## src/rtl/cam_generation_trigger_defines.svh

```systemverilog
// assertion macros shared by the trigger block
`ifndef CAM_GENERATION_TRIGGER_DEFINES_SVH
`define CAM_GENERATION_TRIGGER_DEFINES_SVH

// same-cycle implication, masked while reset is asserted
`define CGT_ASSERT_NOW(lbl, ante, cons, msg) \
  lbl: assert property (@(posedge clk) disable iff (!rst_n) (ante) |-> (cons)) else $error(msg);

// next-cycle implication, masked while reset is asserted
`define CGT_ASSERT_NEXT(lbl, ante, cons, msg) \
  lbl: assert property (@(posedge clk) disable iff (!rst_n) (ante) |=> (cons)) else $error(msg);

// next-cycle implication that also covers the reset cycles
`define CGT_ASSERT_RST(lbl, ante, cons, msg) \
  lbl: assert property (@(posedge clk) (ante) |=> (cons)) else $error(msg);

`endif

```

## src/rtl/cgt_pkg.sv

```systemverilog
package cgt_pkg;

  // port widths
  localparam int unsigned IN_W   = 144;
  localparam int unsigned OUT_W  = 8;
  localparam int unsigned ADDR_W = 5;
  localparam int unsigned DATA_W = 32;

  // heading wraps at 360.0 degrees in tenths
  localparam logic [11:0] HDG_FULL = 12'd3600;

  // register reset values
  localparam logic [15:0] MIN_IVL_RST    = 16'd100;
  localparam logic [15:0] MAX_IVL_RST    = 16'd1000;
  localparam logic [10:0] HDG_THR_RST    = 11'd40;
  localparam logic [15:0] POS_THR_RST    = 16'd400;
  localparam logic [31:0] POS_THR_SQ_RST = 32'd160000;
  localparam logic [13:0] SPD_THR_RST    = 14'd50;
  localparam logic [7:0]  LOW_DYN_RST    = 8'd3;
  localparam logic [7:0]  CNT_SAT        = 8'd255;

  typedef enum logic [1:0] {
    CAUSE_NONE  = 2'd0,
    CAUSE_FIXED = 2'd1,
    CAUSE_DYN   = 2'd2,
    CAUSE_IVL   = 2'd3
  } cause_t;

  typedef enum logic [2:0] {
    REG_MIN_IVL  = 3'd0,
    REG_MAX_IVL  = 3'd1,
    REG_HDG_THR  = 3'd2,
    REG_POS_THR  = 3'd3,
    REG_SPD_THR  = 3'd4,
    REG_FIXED    = 3'd5,
    REG_CONG_EN  = 3'd6,
    REG_LOW_DYN  = 3'd7
  } reg_idx_t;

  typedef struct packed {
    logic [15:0] min_ivl;
    logic [15:0] max_ivl;
    logic [10:0] hdg_thr;
    logic [15:0] pos_thr;
    logic [31:0] pos_thr_sq;
    logic [13:0] spd_thr;
    logic        fixed_rate;
    logic        cong_en;
    logic [7:0]  low_dyn_lim;
  } cfg_t;

  typedef struct packed {
    logic [15:0]        congestion_interval_ms;
    logic [11:0]        heading;
    logic [13:0]        speed_cms;
    logic signed [31:0] pos_y_cm;
    logic signed [31:0] pos_x_cm;
    logic [31:0]        now_ms;
  } item_t;

  // kinematics of the last sent message
  typedef struct packed {
    logic signed [31:0] x;
    logic signed [31:0] y;
    logic [13:0]        speed;
    logic [11:0]        heading;
  } kin_t;

endpackage

```

## src/rtl/cgt_cfg.sv

```systemverilog
module cgt_cfg (
  input  logic                        clk,
  input  logic                        rst_n,
  input  logic                        psel,
  input  logic                        penable,
  input  logic                        pwrite,
  input  logic [cgt_pkg::ADDR_W-1:0]  paddr,
  input  logic [cgt_pkg::DATA_W-1:0]  pwdata,
  output logic [cgt_pkg::DATA_W-1:0]  prdata,
  output logic                        pready,
  output cgt_pkg::cfg_t               cfg
);

  cgt_pkg::cfg_t    cfg_r;
  cgt_pkg::cfg_t    cfg_nxt;
  cgt_pkg::reg_idx_t idx;
  logic             wr_en;
  logic [31:0]      thr_sq;

  assign idx    = cgt_pkg::reg_idx_t'(paddr[4:2]);
  assign wr_en  = psel & penable & pwrite;
  assign pready = 1'b1;
  assign thr_sq = 32'(pwdata[15:0]) * 32'(pwdata[15:0]);

  // register write decode, threshold square kept alongside the threshold
  always_comb begin
    cfg_nxt = cfg_r;
    if (wr_en) begin
      unique case (idx)
        cgt_pkg::REG_MIN_IVL: cfg_nxt.min_ivl = pwdata[15:0];
        cgt_pkg::REG_MAX_IVL: cfg_nxt.max_ivl = pwdata[15:0];
        cgt_pkg::REG_HDG_THR: cfg_nxt.hdg_thr = pwdata[10:0];
        cgt_pkg::REG_POS_THR: begin
          cfg_nxt.pos_thr    = pwdata[15:0];
          cfg_nxt.pos_thr_sq = thr_sq;
        end
        cgt_pkg::REG_SPD_THR: cfg_nxt.spd_thr = pwdata[13:0];
        cgt_pkg::REG_FIXED:   cfg_nxt.fixed_rate = pwdata[0];
        cgt_pkg::REG_CONG_EN: cfg_nxt.cong_en = pwdata[0];
        cgt_pkg::REG_LOW_DYN: cfg_nxt.low_dyn_lim = pwdata[7:0];
        default: ;
      endcase
    end
  end

  always_ff @(posedge clk) begin
    if (!rst_n) begin
      cfg_r.min_ivl     <= cgt_pkg::MIN_IVL_RST;
      cfg_r.max_ivl     <= cgt_pkg::MAX_IVL_RST;
      cfg_r.hdg_thr     <= cgt_pkg::HDG_THR_RST;
      cfg_r.pos_thr     <= cgt_pkg::POS_THR_RST;
      cfg_r.pos_thr_sq  <= cgt_pkg::POS_THR_SQ_RST;
      cfg_r.spd_thr     <= cgt_pkg::SPD_THR_RST;
      cfg_r.fixed_rate  <= 1'b0;
      cfg_r.cong_en     <= 1'b0;
      cfg_r.low_dyn_lim <= cgt_pkg::LOW_DYN_RST;
    end else begin
      cfg_r <= cfg_nxt;
    end
  end

  // read mux
  always_comb begin
    unique case (idx)
      cgt_pkg::REG_MIN_IVL: prdata = 32'(cfg_r.min_ivl);
      cgt_pkg::REG_MAX_IVL: prdata = 32'(cfg_r.max_ivl);
      cgt_pkg::REG_HDG_THR: prdata = 32'(cfg_r.hdg_thr);
      cgt_pkg::REG_POS_THR: prdata = 32'(cfg_r.pos_thr);
      cgt_pkg::REG_SPD_THR: prdata = 32'(cfg_r.spd_thr);
      cgt_pkg::REG_FIXED:   prdata = 32'(cfg_r.fixed_rate);
      cgt_pkg::REG_CONG_EN: prdata = 32'(cfg_r.cong_en);
      cgt_pkg::REG_LOW_DYN: prdata = 32'(cfg_r.low_dyn_lim);
      default:              prdata = '0;
    endcase
  end

  assign cfg = cfg_r;

endmodule

```

## src/rtl/cgt_dyn.sv

```systemverilog
module cgt_dyn (
  input  cgt_pkg::item_t item,
  input  cgt_pkg::kin_t  kin,
  input  cgt_pkg::cfg_t  cfg,
  output logic           moved
);

  logic [11:0]        dh;
  logic [11:0]        dh_wrap;
  logic [11:0]        hdg_lim;
  logic               hdg_moved;
  logic signed [32:0] dx_s;
  logic signed [32:0] dy_s;
  logic [32:0]        dx;
  logic [32:0]        dy;
  logic               far;
  logic [31:0]        sq_x;
  logic [31:0]        sq_y;
  logic [32:0]        dist_sq;
  logic               pos_moved;
  logic [13:0]        ds;
  logic               spd_moved;

  // heading difference folded into one turn
  assign dh        = (item.heading >= kin.heading) ? item.heading - kin.heading
                                                   : kin.heading - item.heading;
  assign dh_wrap   = (dh >= cgt_pkg::HDG_FULL) ? dh - cgt_pkg::HDG_FULL : dh;
  assign hdg_lim   = cgt_pkg::HDG_FULL - {1'b0, cfg.hdg_thr};
  assign hdg_moved = (dh_wrap > {1'b0, cfg.hdg_thr}) && (dh_wrap < hdg_lim);

  // position distance, exact in integers
  assign dx_s = {item.pos_x_cm[31], item.pos_x_cm} - {kin.x[31], kin.x};
  assign dy_s = {item.pos_y_cm[31], item.pos_y_cm} - {kin.y[31], kin.y};
  assign dx   = dx_s[32] ? 33'(-dx_s) : 33'(dx_s);
  assign dy   = dy_s[32] ? 33'(-dy_s) : 33'(dy_s);
  // a difference of 2^16 or more alone beats any 16-bit threshold squared
  assign far  = (|dx[32:16]) || (|dy[32:16]);
  assign sq_x = 32'(dx[15:0]) * 32'(dx[15:0]);
  assign sq_y = 32'(dy[15:0]) * 32'(dy[15:0]);
  assign dist_sq   = 33'(sq_x) + 33'(sq_y);
  assign pos_moved = far || (dist_sq > 33'(cfg.pos_thr_sq));

  // speed change
  assign ds        = (item.speed_cms >= kin.speed) ? item.speed_cms - kin.speed
                                                   : kin.speed - item.speed_cms;
  assign spd_moved = ds > cfg.spd_thr;

  assign moved = hdg_moved || pos_moved || spd_moved;

endmodule

```

## src/rtl/cgt_core.sv

```systemverilog
module cgt_core (
  input  logic              clk,
  input  logic              rst_n,
  input  cgt_pkg::cfg_t     cfg,
  input  logic              in_tvalid,
  output logic              in_tready,
  input  cgt_pkg::item_t    in_item,
  output logic              out_tvalid,
  input  logic              out_tready,
  output logic              out_send,
  output cgt_pkg::cause_t   out_cause
);

  logic             in_v_r;
  cgt_pkg::item_t   item_r;
  logic             out_v_r;
  logic             send_r;
  cgt_pkg::cause_t  cause_r;

  cgt_pkg::kin_t    kin_r;
  logic [31:0]      last_time_r;
  logic [15:0]      cur_ivl_r;
  logic [7:0]       cnt_r;

  cgt_pkg::kin_t    kin_nxt;
  logic [31:0]      last_time_nxt;
  logic [15:0]      cur_ivl_nxt;
  logic [7:0]       cnt_nxt;
  cgt_pkg::cause_t  cause_nxt;

  logic             out_free;
  logic             adv;
  logic             in_xfer;
  logic             moved;
  logic [31:0]      elapsed;
  logic [15:0]      clamp_lo;
  logic [15:0]      floor_ivl;
  logic [7:0]       cnt_inc;

  // handshake: the result register frees up as the next item moves in
  assign out_free  = !out_v_r || out_tready;
  assign adv       = in_v_r && out_free;
  assign in_tready = !in_v_r || out_free;
  assign in_xfer   = in_tvalid && in_tready;

  cgt_dyn u_dyn (
    .item  (item_r),
    .kin   (kin_r),
    .cfg   (cfg),
    .moved (moved)
  );

  // floor interval and elapsed time
  assign elapsed   = item_r.now_ms - last_time_r;
  assign clamp_lo  = (item_r.congestion_interval_ms < cfg.min_ivl) ? cfg.min_ivl
                                                                   : item_r.congestion_interval_ms;
  assign floor_ivl = !cfg.cong_en ? cfg.min_ivl
                   : (clamp_lo > cfg.max_ivl) ? cfg.max_ivl : clamp_lo;
  assign cnt_inc   = (cnt_r == cgt_pkg::CNT_SAT) ? cnt_r : cnt_r + 8'd1;

  // send decision and adaptive state update
  always_comb begin
    cause_nxt     = cgt_pkg::CAUSE_NONE;
    cur_ivl_nxt   = cur_ivl_r;
    cnt_nxt       = cnt_r;
    kin_nxt       = kin_r;
    last_time_nxt = last_time_r;
    if (elapsed >= 32'(floor_ivl)) begin
      priority if (cfg.fixed_rate) begin
        cause_nxt = cgt_pkg::CAUSE_FIXED;
      end else if (moved) begin
        cause_nxt   = cgt_pkg::CAUSE_DYN;
        cur_ivl_nxt = (elapsed < 32'(cfg.max_ivl)) ? elapsed[15:0] : cfg.max_ivl;
        cnt_nxt     = '0;
      end else if (elapsed >= 32'(cur_ivl_r)) begin
        cause_nxt = cgt_pkg::CAUSE_IVL;
        cnt_nxt   = cnt_inc;
        if (cnt_inc >= cfg.low_dyn_lim) begin
          cur_ivl_nxt = cfg.max_ivl;
        end
      end else begin
        cause_nxt = cgt_pkg::CAUSE_NONE;
      end
    end
    if (cause_nxt != cgt_pkg::CAUSE_NONE) begin
      kin_nxt.x       = item_r.pos_x_cm;
      kin_nxt.y       = item_r.pos_y_cm;
      kin_nxt.speed   = item_r.speed_cms;
      kin_nxt.heading = item_r.heading;
      last_time_nxt   = item_r.now_ms;
    end
  end

  // input register
  always_ff @(posedge clk) begin
    if (!rst_n) begin
      in_v_r <= 1'b0;
    end else begin
      in_v_r <= (in_v_r && !adv) || in_xfer;
    end
    if (in_xfer) begin
      item_r <= in_item;
    end
  end

  // state and result register
  always_ff @(posedge clk) begin
    if (!rst_n) begin
      out_v_r     <= 1'b0;
      kin_r       <= '0;
      last_time_r <= '0;
      cur_ivl_r   <= cgt_pkg::MAX_IVL_RST;
      cnt_r       <= '0;
    end else if (adv) begin
      out_v_r     <= 1'b1;
      kin_r       <= kin_nxt;
      last_time_r <= last_time_nxt;
      cur_ivl_r   <= cur_ivl_nxt;
      cnt_r       <= cnt_nxt;
    end else if (out_tready) begin
      out_v_r <= 1'b0;
    end
    if (adv) begin
      send_r  <= (cause_nxt != cgt_pkg::CAUSE_NONE);
      cause_r <= cause_nxt;
    end
  end

  assign out_tvalid = out_v_r;
  assign out_send   = send_r;
  assign out_cause  = cause_r;

endmodule

```

## src/rtl/cam_generation_trigger.sv

```systemverilog
// pipeline: an item is held in the input register after its input transfer and moves
// on to the result register once that register is free, then leaves by its own transfer
// throughput: one item per cycle unless out_tready stalls; decision and state update
// for an item share one register-to-register path; the next item sees the new state
// reset: synchronous active-low rst_n clears both valid flags and the reference
// kinematics and time, sets the current interval to 1000 ms and registers to defaults
`include "cam_generation_trigger_defines.svh"

module cam_generation_trigger (
  input  logic                        clk,
  input  logic                        rst_n,
  // now_ms[31:0], pos_x_cm[63:32], pos_y_cm[95:64], speed_cms[109:96],
  // heading[121:110], congestion_interval_ms[137:122], zero pad
  input  logic [cgt_pkg::IN_W-1:0]    in_tdata,
  input  logic                        in_tvalid,
  output logic                        in_tready,
  // send[0], cause[2:1], zero pad
  output logic [cgt_pkg::OUT_W-1:0]   out_tdata,
  output logic                        out_tvalid,
  input  logic                        out_tready,
  input  logic                        cfg_psel,
  input  logic                        cfg_penable,
  input  logic                        cfg_pwrite,
  input  logic [cgt_pkg::ADDR_W-1:0]  cfg_paddr,
  input  logic [cgt_pkg::DATA_W-1:0]  cfg_pwdata,
  output logic [cgt_pkg::DATA_W-1:0]  cfg_prdata,
  output logic                        cfg_pready
);

  cgt_pkg::cfg_t    cfg;
  cgt_pkg::item_t   in_item;
  logic             out_send;
  cgt_pkg::cause_t  out_cause;

  // unpack the input transfer
  assign in_item.now_ms                 = in_tdata[31:0];
  assign in_item.pos_x_cm               = in_tdata[63:32];
  assign in_item.pos_y_cm               = in_tdata[95:64];
  assign in_item.speed_cms              = in_tdata[109:96];
  assign in_item.heading                = in_tdata[121:110];
  assign in_item.congestion_interval_ms = in_tdata[137:122];

  cgt_cfg u_cfg (
    .clk     (clk),
    .rst_n   (rst_n),
    .psel    (cfg_psel),
    .penable (cfg_penable),
    .pwrite  (cfg_pwrite),
    .paddr   (cfg_paddr),
    .pwdata  (cfg_pwdata),
    .prdata  (cfg_prdata),
    .pready  (cfg_pready),
    .cfg     (cfg)
  );

  cgt_core u_core (
    .clk        (clk),
    .rst_n      (rst_n),
    .cfg        (cfg),
    .in_tvalid  (in_tvalid),
    .in_tready  (in_tready),
    .in_item    (in_item),
    .out_tvalid (out_tvalid),
    .out_tready (out_tready),
    .out_send   (out_send),
    .out_cause  (out_cause)
  );

  // pack the result transfer
  assign out_tdata = {5'd0, out_cause, out_send};

  // checks
  `CGT_ASSERT_NOW(a_send_matches_cause, out_tvalid, out_tdata[0] == (out_tdata[2:1] != cgt_pkg::CAUSE_NONE), "send flag disagrees with cause")
  `CGT_ASSERT_NOW(a_ready_when_free, !out_tvalid || out_tready, in_tready, "input stalled while result register is free")
  `CGT_ASSERT_RST(a_reset_clears_out, !rst_n, !out_tvalid, "result valid after reset")
  `CGT_ASSERT_NEXT(a_no_repeat, out_tvalid && out_tready && !u_core.in_v_r, !out_tvalid, "result repeated without a new item")

endmodule
```

## config.mk

```make
export PLATFORM = sky130hd
export DESIGN_NAME = cam_generation_trigger
export DESIGN_NICKNAME = d
export VERILOG_FILES = /design/src/rtl/cgt_pkg.sv /design/src/rtl/cgt_cfg.sv /design/src/rtl/cgt_dyn.sv /design/src/rtl/cgt_core.sv /design/src/rtl/cam_generation_trigger.sv
export VERILOG_INCLUDE_DIRS = /design/src /design/src/rtl
export SDC_FILE = /design/constraint.sdc
export NUM_CORES = 2
export LEC_CHECK = 0
export BUFFER_PORTS_ARGS = -buffer_cell sky130_fd_sc_hd__buf_2
export CAP_MARGIN = 15
export CORE_ASPECT_RATIO = 0.8
export CORE_MARGIN = 2
export CORE_UTILIZATION = 30
export DETAILED_ROUTE_END_ITERATION = 8
export PLACE_DENSITY_LB_ADDON = 0.15
export RECOVER_POWER = 25
export SLEW_MARGIN = 30
export SYNTH_ARGS = -nofsm -noshare
export SYNTH_HDL_FRONTEND = slang
export SYNTH_SLANG_ARGS = --single-unit
```

## constraint.sdc

```tcl
create_clock -name clk -period 13.35 [get_ports clk]
set_input_delay 2.67 -clock clk [delete_from_list [all_inputs] [get_ports clk]]
set_output_delay 2.67 -clock clk [all_outputs]
set_load 0.02 [all_outputs]
```

==> reports/qor.txt <==
R2R Setup Slk = -160 ps
CP bufs+invs = 22
Yosys top cell area share = 22.1%
Synth area leader = fa_1
vias in the first global route = 41,878
Seq/Total Area, Yosys = 18.6%
Syn Area/Cell = 8.66 sq um
gpl congestion = 0.888
Detailed Place HPWL = 120,000 microns
Hold Path Class = reg -> reg
maxcap violations = 0
clock period minus worst slack = 13,510 ps
Crit Reg-Reg Endpoint = u_core.cur_ivl_r[11]
final setup margin = -161 ps
slowest CP cell = fa_2
vias per cell = 4.68
RSZ-0062 raised after global routing = true
Worst setup SP type = register
die width = 465 microns
CTS H-tree lvls = 2
Fmax = 74.0 MHz
Yosys reg bits = 402
Post-synth EDFFs = 141
CTS tree = yes
CTS buffer count = 52
most frequent CP cell = buf_6
Critical Path RT = 13,980 ps
Synth async-reset ratio = 0%
RR Startpoint = u_core.item_r[32]
CP Launch Point = u_core.item_r[32]
Fillers = 17,578
kind of cell adding the most delay to the critical path = adder cells
worst skew pair latency = 700 ps
grt ovf = 0
via count = 41,599
Util after Layout = 36.7%
Die Y = 373 microns
Setup CP Type = reg -> reg
prevailing post-synth register cell = dfxtp_1
synth top area cells = fa_1 22%, ha_1 15%, dfxtp_1 10%
Max Slew Vio Count = 0
DRT Wirelength = 146,000 microns
critical path depth = 65
R2R cell count = 65
pin count of the biggest net entering global routing = 114
crit path max fanout = 8
Syn Std Cell Area = 50,900 sq um
Layout Nets = 7,921
global-route wire length before repair = 234,000 microns
Cell variety after synth = 95
Post-Syn Instances = 5,879
Syn. warnings = 0
Worst Clk Skew = 81.1 ps
port bufs = 184
1st-pass router iterations = 5
initial DRC count = 2,113
Synth-to-Final Area Change = 21.6%
Reg clk slew, reported paths = 60 ps
Initial Util = 30.2%
Wirelength per Cell = 16.4 microns
fin crit share = 101%
CTS root buf = clkbuf_16
DRC = 0
failing checks = setup timing
Core ar. = 169,000 sq um
final setup fails = 114
worst slew pin tran = 1070 ps
I/O pin count = 231
diode count = 0
Worst Path Arrival = 14,140 ps
Rows = 135
Hold Vio Cnt, Final = 0
status = finished with violations
Worst path max stage delay = 570 ps
Tot GR Track Use = 16.9%
fraction of layout cells with a size suffix above 1 = 17.1%
Max Buffers Root-to-Sink = 3
die area = 173,000 sq um
post-route ant nets = 0
initial antenna violation count = 4
slew margin rel. = 28.4%
crit path capture type = register
Num Clock Sinks = 402
worst setup path endpoint = u_core.cur_ivl_r[11]
-- final cells by class --
class / count / area, sq um / area share (%)
timing repair buffer: 849 / 6450 / 10.4
tap: 2260 / 2830 / 4.57
inverter: 1130 / 4260 / 6.88
clock buffer: 66 / 1430 / 2.30
sequential: 402 / 9460 / 15.3
multi-input combinational: 4142 / 37100 / 59.9
clock inverter: 32 / 393 / 0.634
-- sequential cells by signal, summed over array words and instances, names as in the netlist --
register	flops
u_core.cnt_r	8
u_core.cur_ivl_r	16
u_core.kin_r	90
u_cfg.cfg	113
u_core.item_r	138
u_core.out_tvalid	1
u_core.last_time_r	32
u_core.in_v_r	1
u_core.out_send	1
u_core.out_cause	2
-- stage by stage --
| stage | setup slack (ps) | cell area, sq um | setup TNS, ps | instances | hold WS, ps |
|---|---|---|---|---|---|
| after CTS | -345 | 61400 | -37970 | 8859 | 453 |
| after global placement | -1520 | 58600 | -217260 | 8730 | 439 |
| after floorplan | 349 | 51000 | 0 | 5899 | 432 |
| final | -161 | 61900 | -10050 | 8881 | 451 |
| after global routing | -723 | 61900 | -91240 | 8881 | 470 |
| after detailed placement | -1570 | 58600 | -224540 | 8730 | 445 |
-- cell families (layout without fill, tap and decap cells) --
| group | Yosys count | count (layout) | synth area share, % |
|---|---|---|---|
| compound gates | 992 | 992 | 12.8 |
| xor+xnor | 206 | 206 | 3.54 |
| fa+ha+maj | 1156 | 1156 | 36.7 |
| buf+inv | 1355 | 2077 | 10.3 |
| flops | 402 | 402 | 18.6 |
| mux | 202 | 202 | 4.06 |
| other cells | 2 | 22 | 0.0147 |
| simple gates | 1564 | 1564 | 14.1 |
-- worst min path at each step --
stage	to	cells past startpoint	startpoint
2_1_floorplan	u_cfg.cfg[46]	2	u_cfg.cfg[46]
4_1_cts	u_cfg.cfg[55]	2	u_cfg.cfg[55]
6_report	u_cfg.cfg[55]	2	u_cfg.cfg[55]
3_3_place_gp	u_cfg.cfg[66]	2	u_cfg.cfg[66]
3_5_place_dp	u_cfg.cfg[55]	2	u_cfg.cfg[55]
5_1_grt	u_cfg.cfg[35]	2	u_cfg.cfg[35]
-- timing repair --
item	CTS	global route
buffers inserted	28	26
hold buffers	0	0
resized for setup	148	115
gates cloned	5	3
endpoints found under the setup margin	149	149
pin swaps	93	58
-- metal layers --
metal | up-vias | GRT usage [%] | share of wire, %
li1 | 20676 | - | -
met1 | 20136 | 25.2 | 51
met2 | 673 | 26.3 | 43
met3 | 114 | 1.96 | 4.1
met4 | 0 | 3.24 | 1.8
met5 | - | 0 | 0
-- worst min-delay path, stage by stage (launching register included) --
cell,delay [ps]
dfxtp_1,300
nand2_1,50
a21oi_1,50
-- cells in the final DEF, fill, tap and decap left out, drive strengths merged, types with 72 or more instances in the layout --
master	synthesis	layout
o21ai	184	184
a21oi	291	291
dfxtp	261	261
a21o	115	115
nand2	505	505
nand3	85	85
xor2	74	74
fa	561	561
nor3	72	72
xnor2	132	132
nor2	516	516
clkbuf	177	81
inv	1119	1123
buf	48	834
ha	595	595
and2	78	78
mux2i	191	191
edfxtp	141	141
-- cells in the mapped netlist (84+ instances only) --
cell and instances:
a21o_1 115, a21oi_1 289, clkbuf_1 176, dfxtp_1 261
edfxtp_1 141, fa_1 561, ha_1 595, inv_1 1119
mux2i_1 191, nand2_1 505, nand3_1 84, nor2_1 516
o21ai_0 175, xnor2_1 132
Power is not shown: default switching activity piles up to over one toggle a cycle in this logic, so the estimate is an artifact.
